`src/hdl/ffsc_pkg.sv`:
```
// Shared constants, result type and frame classification for the frame sync classifier.
package ffsc_pkg;

    localparam int FRAME_LEN  = 9;
    localparam int BODY_BYTES = FRAME_LEN - 1;
    localparam int FILL_W     = $clog2(FRAME_LEN + 1);
    localparam int IDX_W      = $clog2(BODY_BYTES);
    localparam int CLASS_W    = 4;
    localparam int BODY_W     = 8 * BODY_BYTES;

    localparam logic [7:0] HEAD_CMD   = 8'h22;
    localparam logic [7:0] HEAD_VALUE = 8'h01;
    localparam logic [7:0] TAIL_BYTE  = 8'hAA;
    localparam logic [7:0] TYPE_MOVE  = 8'h58;
    localparam logic [7:0] TYPE_USQ   = 8'h01;
    localparam logic [7:0] TYPE_USR   = 8'h02;
    localparam logic [7:0] TYPE_IR    = 8'h03;
    localparam logic [7:0] MOVE_FWD   = 8'h01;
    localparam logic [7:0] MOVE_BACK  = 8'h10;
    localparam logic [7:0] MOVE_TURN  = 8'h11;
    localparam logic [7:0] MOVE_HALT  = 8'h00;
    localparam logic [7:0] TURN_LEFT  = 8'h01;
    localparam logic [7:0] TURN_RIGHT = 8'h00;

    localparam logic [CLASS_W-1:0] CLS_FWD        = 4'd0;
    localparam logic [CLASS_W-1:0] CLS_BACK       = 4'd1;
    localparam logic [CLASS_W-1:0] CLS_LEFT       = 4'd2;
    localparam logic [CLASS_W-1:0] CLS_RIGHT      = 4'd3;
    localparam logic [CLASS_W-1:0] CLS_HALT       = 4'd4;
    localparam logic [CLASS_W-1:0] CLS_USQUERY    = 4'd5;
    localparam logic [CLASS_W-1:0] CLS_US1        = 4'd6;
    localparam logic [CLASS_W-1:0] CLS_US2        = 4'd7;
    localparam logic [CLASS_W-1:0] CLS_US3        = 4'd8;
    localparam logic [CLASS_W-1:0] CLS_IR         = 4'd9;
    localparam logic [CLASS_W-1:0] CLS_USVALUE    = 4'd10;
    localparam logic [CLASS_W-1:0] CLS_UNK_FRAME  = 4'd11;
    localparam logic [CLASS_W-1:0] CLS_UNK_PACKET = 4'd12;

    typedef struct packed {
        logic               found;
        logic [CLASS_W-1:0] cls;
        logic [BODY_W-1:0]  body;
    } res_t;

    function automatic logic [CLASS_W-1:0] classify(
        input logic [7:0] b0,
        input logic [7:0] b1,
        input logic [7:0] b2,
        input logic [7:0] b6
    );
        logic [CLASS_W-1:0] cls;
        begin
            cls = CLS_UNK_FRAME;
            if (b0 == HEAD_CMD)
            begin
                if (b1 == TYPE_MOVE)
                begin
                    if (b6 == MOVE_FWD)
                        cls = CLS_FWD;
                    else if (b6 == MOVE_BACK)
                        cls = CLS_BACK;
                    else if (b6 == MOVE_TURN && b2 == TURN_LEFT)
                        cls = CLS_LEFT;
                    else if (b6 == MOVE_TURN && b2 == TURN_RIGHT)
                        cls = CLS_RIGHT;
                    else if (b6 == MOVE_HALT)
                        cls = CLS_HALT;
                end
                else if (b1 == TYPE_USQ)
                    cls = CLS_USQUERY;
                else if (b1 == TYPE_USR)
                begin
                    case (b2)
                        8'd1:    cls = CLS_US1;
                        8'd2:    cls = CLS_US2;
                        8'd3:    cls = CLS_US3;
                        default: cls = CLS_UNK_FRAME;
                    endcase
                end
                else if (b1 == TYPE_IR)
                    cls = CLS_IR;
            end
            else if (b0 == HEAD_VALUE)
                cls = CLS_USVALUE;
            return cls;
        end
    endfunction

endpackage

```
`src/hdl/ffsc_window.sv`:
```
// Sliding byte window, frame match and per-item result for the frame sync classifier.
module ffsc_window (
    input  logic          clk,
    input  logic          rst_n,
    input  logic          step,
    input  logic [7:0]    byte_value,
    input  logic          last_byte,
    output ffsc_pkg::res_t res
);
    import ffsc_pkg::*;

    logic [7:0]        win_reg  [BODY_BYTES];
    logic [7:0]        win_next [BODY_BYTES];
    logic [FILL_W-1:0] fill_reg;
    logic [FILL_W-1:0] fill_next;
    logic              seen_reg;
    logic              seen_next;
    logic              full;
    logic              match;
    logic [BODY_W-1:0] body;

    assign full  = (fill_reg == FILL_W'(BODY_BYTES));
    assign match = full && (win_reg[0] == HEAD_CMD || win_reg[0] == HEAD_VALUE)
                   && (byte_value == TAIL_BYTE);

    always_comb
    begin
        for (int i = 0; i < BODY_BYTES; i++)
            body[BODY_W-1-8*i -: 8] = win_reg[i];
    end

    always_comb
    begin
        res.found = 1'b0;
        res.cls   = CLS_UNK_PACKET;
        res.body  = '0;
        if (match)
        begin
            res.found = 1'b1;
            res.cls   = classify(win_reg[0], win_reg[1], win_reg[2], win_reg[6]);
            res.body  = body;
        end
        else if (last_byte && !seen_reg)
            res.found = 1'b1;
    end

    always_comb
    begin
        win_next  = win_reg;
        fill_next = fill_reg;
        seen_next = seen_reg;
        if (step)
        begin
            if (last_byte)
            begin
                fill_next = '0;
                seen_next = 1'b0;
            end
            else if (match)
            begin
                fill_next = '0;
                seen_next = 1'b1;
            end
            else if (full)
            begin
                // drop the oldest byte and slide the new one in at the end
                for (int i = 0; i < BODY_BYTES - 1; i++)
                    win_next[i] = win_reg[i+1];
                win_next[BODY_BYTES-1] = byte_value;
            end
            else
            begin
                win_next[fill_reg[IDX_W-1:0]] = byte_value;
                fill_next = fill_reg + FILL_W'(1);
            end
        end
    end

    always_ff @(posedge clk or negedge rst_n)
    begin
        if (!rst_n)
        begin
            fill_reg <= '0;
            seen_reg <= 1'b0;
        end
        else
        begin
            fill_reg <= fill_next;
            seen_reg <= seen_next;
        end
    end

    always_ff @(posedge clk)
    begin
        win_reg <= win_next;
    end

endmodule

```
`src/hdl/ffsc_result_reg.sv`:
```
// Result register holding one classified item toward the output channel.
module ffsc_result_reg (
    input  logic                            clk,
    input  logic                            rst_n,
    input  logic                            step,
    input  ffsc_pkg::res_t                  res,
    input  logic                            out_stall,
    output logic                            out_valid,
    output logic [ffsc_pkg::CLASS_W-1:0]    frame_class,
    output logic [ffsc_pkg::BODY_W-1:0]     frame_body
);
    import ffsc_pkg::*;

    logic               valid_reg;
    logic               valid_next;
    logic [CLASS_W-1:0] cls_reg;
    logic [BODY_W-1:0]  body_reg;

    always_comb
    begin
        if (step)
            valid_next = res.found;
        else if (!out_stall)
            valid_next = 1'b0;
        else
            valid_next = valid_reg;
    end

    always_ff @(posedge clk or negedge rst_n)
    begin
        if (!rst_n)
            valid_reg <= 1'b0;
        else
            valid_reg <= valid_next;
    end

    always_ff @(posedge clk)
    begin
        if (step && res.found)
        begin
            cls_reg  <= res.cls;
            body_reg <= res.body;
        end
    end

    assign out_valid   = valid_reg;
    assign frame_class = cls_reg;
    assign frame_body  = body_reg;

endmodule

```
`src/hdl/fixed_frame_sync_classifier_unit.sv`:
```
// Top level of the fixed frame sync classifier: input register, window logic, result register.
//
// Usage:
//   Input channel: byte_value and last_byte with in_valid / in_stall. One
//   item is one byte of a serial packet; last_byte marks the packet's end.
//   Output channel: frame_class and frame_body with out_valid / out_stall.
//   A frame (head 0x22 or 0x01, tail 0xAA, nine bytes) yields one item with
//   its class and first eight bytes; a packet that ends with no frame in it
//   yields one unknown-packet item with a zero body. Other bytes yield none.
//   Path: an accepted byte passes through the input register, then its result
//   is registered in the result register.
//   Throughput: one byte per cycle while the output is not stalled; the window
//   update and the compare sit between the input register and the result register.
//   Stall: a waiting result holds the result register; the input register
//   still takes one more byte, and in_stall rises only when it is full too.
//   Reset: clears the valid flags, the fill count and the frame-seen flag;
//   the window bytes need no reset because only the filled part is read.
module fixed_frame_sync_classifier_unit (
    input  logic                         clk,
    input  logic                         rst_n,
    input  logic                         in_valid,
    output logic                         in_stall,
    input  logic [7:0]                   byte_value,
    input  logic                         last_byte,
    output logic                         out_valid,
    input  logic                         out_stall,
    output logic [ffsc_pkg::CLASS_W-1:0] frame_class,
    output logic [ffsc_pkg::BODY_W-1:0]  frame_body
);
    import ffsc_pkg::*;

    logic       in_valid_reg;
    logic       in_valid_next;
    logic [7:0] byte_reg;
    logic       last_reg;
    logic       advance;
    logic       accept;
    logic       step;
    res_t       res;

    // advance when the result register is empty or being drained this cycle
    assign advance  = !out_valid || !out_stall;
    assign in_stall = in_valid_reg && !advance;
    assign accept   = in_valid && !in_stall;
    assign step     = in_valid_reg && advance;

    always_comb
    begin
        if (accept)
            in_valid_next = 1'b1;
        else if (advance)
            in_valid_next = 1'b0;
        else
            in_valid_next = in_valid_reg;
    end

    always_ff @(posedge clk or negedge rst_n)
    begin
        if (!rst_n)
            in_valid_reg <= 1'b0;
        else
            in_valid_reg <= in_valid_next;
    end

    // hold the captured item until it moves into the window logic
    always_ff @(posedge clk)
    begin
        if (accept)
        begin
            byte_reg <= byte_value;
            last_reg <= last_byte;
        end
    end

    ffsc_window u_window (
        .clk        (clk),
        .rst_n      (rst_n),
        .step       (step),
        .byte_value (byte_reg),
        .last_byte  (last_reg),
        .res        (res)
    );

    ffsc_result_reg u_result (
        .clk         (clk),
        .rst_n       (rst_n),
        .step        (step),
        .res         (res),
        .out_stall   (out_stall),
        .out_valid   (out_valid),
        .frame_class (frame_class),
        .frame_body  (frame_body)
    );

endmodule

```
`config.mk`:
```
export PLATFORM = sky130hd
export DESIGN_NAME = fixed_frame_sync_classifier_unit
export DESIGN_NICKNAME = d
export VERILOG_FILES = /design/src/hdl/ffsc_pkg.sv /design/src/hdl/ffsc_window.sv /design/src/hdl/ffsc_result_reg.sv /design/src/hdl/fixed_frame_sync_classifier_unit.sv
export SDC_FILE = /design/constraint.sdc
export NUM_CORES = 1
export LEC_CHECK = 0
export BUFFER_PORTS_ARGS = -buffer_cell sky130_fd_sc_hd__buf_2
export CORE_ASPECT_RATIO = 1.4
export CORE_MARGIN = 1.5
export CORE_UTILIZATION = 52
export DETAILED_ROUTE_END_ITERATION = 6
export PLACE_DENSITY = 0.74
export SETUP_SLACK_MARGIN = 0.02
export SLEW_MARGIN = 25
export SYNTH_ARGS = -nofsm -noshare
export SYNTH_HDL_FRONTEND = slang
export SYNTH_SLANG_ARGS = --single-unit
```
`constraint.sdc`:
```
create_clock -name clk -period 4.7 [get_ports clk]
set_input_delay 0.94 -clock clk [delete_from_list [all_inputs] [get_ports clk]]
set_output_delay 0.94 -clock clk [all_outputs]
set_load 0.01 [all_outputs]
```
==> impl_metrics.json <==
{
  "outcome": "completed",
  "core_area_sq_mm": 0.0115,
  "finalSetupTns_ns": 0,
  "root_buffer": "clkbuf_16",
  "critPathMaxStageDelay_ns": 0.51,
  "pwr-share-seq_pct": 49.4,
  "syn-mean-instance-area_sq_um": 14.9,
  "die_area_sq_mm": 0.0125,
  "pwr_density_cell_mw_per_mm2": 473,
  "synth.distinct_cells": 47,
  "synth_flop_cell": "edfxtp_1",
  "grt_max_degree": 70,
  "crit_arrival_ns": 3.19,
  "crit_required_ns": 4.80,
  "grtUsageTotal_pct": 22.0,
  "yosysTopAreaCell": "edfxtp_1",
  "die_y_um": 132,
  "cts_resized": 0,
  "p_int_mw": 2.50,
  "setup_ws_ns": 1.61,
  "grt_pass1_vias": 3854,
  "routedWlPerCell_um": 19.6,
  "fp.dieW_um": 94.9,
  "irDropWorstVdd_mv": 0.308,
  "switchingPower_uw": 944,
  "vias": 3872,
  "htree_levels": 4,
  "async_reset_ff_share_pct": 4.73,
  "setup_viol": 0,
  "synth_edf_count": 141,
  "p_total_mw": 3.44,
  "ios": 83,
  "clkTransAtPathRegs_ns": 0.06,
  "fmaxAchievable_mhz": 324,
  "drive_above_1_share_pct": 27.6,
  "ys_seq_area_share_pct": 71.7,
  "drtIter0Drc": 393,
  "netSwitchingFraction_pct": 27.4,
  "rows": 46,
  "yosys.area_share.xor_xnor_pct": 0.142,
  "ant_nets": 0,
  "power_frac_comb_pct": 14.8,
  "grt_pass1_wl_um": 20200,
  "n_antenna_cell": 0,
  "rsz0062_at_grt": "no",
  "synth_top_family_by_area": "simple AND/OR/NAND/NOR gates",
  "nFillCells": 856,
  "timing_worst_slew_pin_value_ns": 0.988,
  "yosys_warnings": 0,
  "ys_seq_elements": 148,
  "leakage_nw": 2.88,
  "synth_top_area_share_pct": 68.8,
  "worst-path-max-fanout": 63,
  "synth_compound_area_share_pct": 11.7,
  "cts_tree": "yes",
  "postCtsHoldBufs": 0,
  "dpl_worst_slack_ns": 1.67,
  "criticalPathCategory": "reg2reg",
  "synthAdderAreaFrac_pct": 0.407,
  "path_delay_family": "buffers and inverters",
  "post_cts_buffers": 0,
  "cts_sinks": 148,
  "gp_congestion": 0.812,
  "drt_pass1_iterations": 5,
  "start_util_pct": 53.7,
  "dp_hpwl_um": 8490,
  "cts_buffers": 17,
  "cpMaxStageDelayCell": "dfrtp_1",
  "clkPwrFrac_pct": 35.8,
  "end_kind": "flop",
  "cp_cell_sequence": "inv_1, ha_1, and3b_2, and3_1, buf_4, a21oi_1, nor2_4, buf_12",
  "post-route-drc-count": 0,
  "insertion_delay_ns": 0.42,
  "synthMuxAreaShare_pct": 0,
  "hold_viol_final": 0,
  "portBuffers": 82,
  "finClkSkew_ns": 0.00997,
  "fin_nets": 509,
  "finalCritPeriodShare_pct": 65.7,
  "syn-instance-count": 413,
  "worstSetupStartpointType": "flop",
  "routed_wl_um": 12800,
  "clk_path_buf_depth": 2,
  "min_period_ns": 3.09,
  "drv_slew": 0,
  "synth-simple-area-share_pct": 13.5,
  "slew-limit-headroom_pct": 33.6,
  "synth.area.top_cells": "edfxtp_1, a22o_1, and3_1",
  "path_buf_inv": 3,
  "cap_violations": 0,
  "antenna_found_initial": 0,
  "hold_class": "in2async",
  "viasPerCell": 5.95,
  "syn2layout_area_growth_pct": 18.3,
  "syn-cell-area_sq_mm": 0.00615,
  "grt_overflow_total": 0
}
-- area by class of cell --
| cell class | instances | area (sq um) | area share (%) |
|---|---|---|---|
| flip-flops and latches | 148 | 4410 | 60.6 |
| multi-input cells | 229 | 1620 | 22.2 |
| repair buffers | 93 | 505 | 6.95 |
| clock buffers | 17 | 425 | 5.85 |
| well taps | 144 | 180 | 2.48 |
| clock inverters | 15 | 120 | 1.65 |
| inverters | 5 | 18.8 | 0.258 |
-- final timing paths --
path	cells past startpoint	from	slack [ns]	end
min in group clk	2	u_window.seen_reg	0.55	u_window.seen_reg
max in group asynchronous	1	rst_n	4.20	u_window.fill_reg[0]
worst min-delay path	1	rst_n	0.34	u_window.seen_reg
worst min register to register	2	u_window.seen_reg	0.55	u_window.seen_reg
worst max-delay path	8	u_window.fill_reg[1]	1.61	u_result.frame_body[20]
worst max register to register	8	u_window.fill_reg[1]	1.61	u_result.frame_body[20]
-- power by group through the flow --
stage / registers, mW / clock network, mW / logic (mW)
4_1_cts: 1.70 / 1.25 / 0.507
2_1_floorplan: 1.69 / 0 / 0.383
6_report: 1.70 / 1.23 / 0.509
3_3_place_gp: 1.72 / 0 / 0.492
5_1_grt: 1.71 / 1.30 / 0.556
3_5_place_dp: 1.73 / 0 / 0.502
-- Yosys cell counts (all sizes together), types with 5 or more instances --
cell and instances:
edfxtp 141, and3 62, a22o 56, clkbuf 24
buf 11, nand2 11, nor4 11, and2 10
nor2 10, nor3 10, a21oi 9, dfrtp 7
o21ai 5
-- cells in the final DEF (no fill, tap or decap), drive strengths merged, types with 2 or more instances in the layout --
master      n
and2       10
clkinv      8
dfrtp       7
a311o       2
o21ai       5
a21oi       9
inv        10
nand3       4
nor2       10
nor4bb      2
buf        93
nand2      11
ha          2
o31ai       3
conb        5
and3       62
nor4       11
nand2b      2
a31o        2
nor3       10
clkbuf     17
nand3b      2
a31oi       4
edfxtp    141
clkinvlp    2
a22o       56
-- through the flow --
step	utilization (%)	hold slack [ns]	area (sq um)	cells
detailed placement	58.8	0.542	6730	619
CTS	63.5	0.333	7280	651
global route	63.5	0.344	7280	651
floorplan	-	0.492	6170	417
global placement	58.7	0.536	6720	619
finish	63.5	0.341	7280	651
-- cells by family after synthesis --
logic type,Yosys count
AOI/OAI and AO/OA,87
xor gates and xnor gates,1
adders and majority gates,2
buffers and inverters,40
DFF,148
other,1
and+or+nand+nor,134
-- per-layer routing --
layer | vias up | wire [um] | GRT usage [%]
met3 | 27 | 831 | 4.98
met1 | 1871 | 4940 | 26.4
li1 | 1800 | - | -
met4 | 0 | 346 | 10.1
met2 | 174 | 6670 | 36.9
met5 | - | 0 | 0
Power figures use the tool's default switching activity.
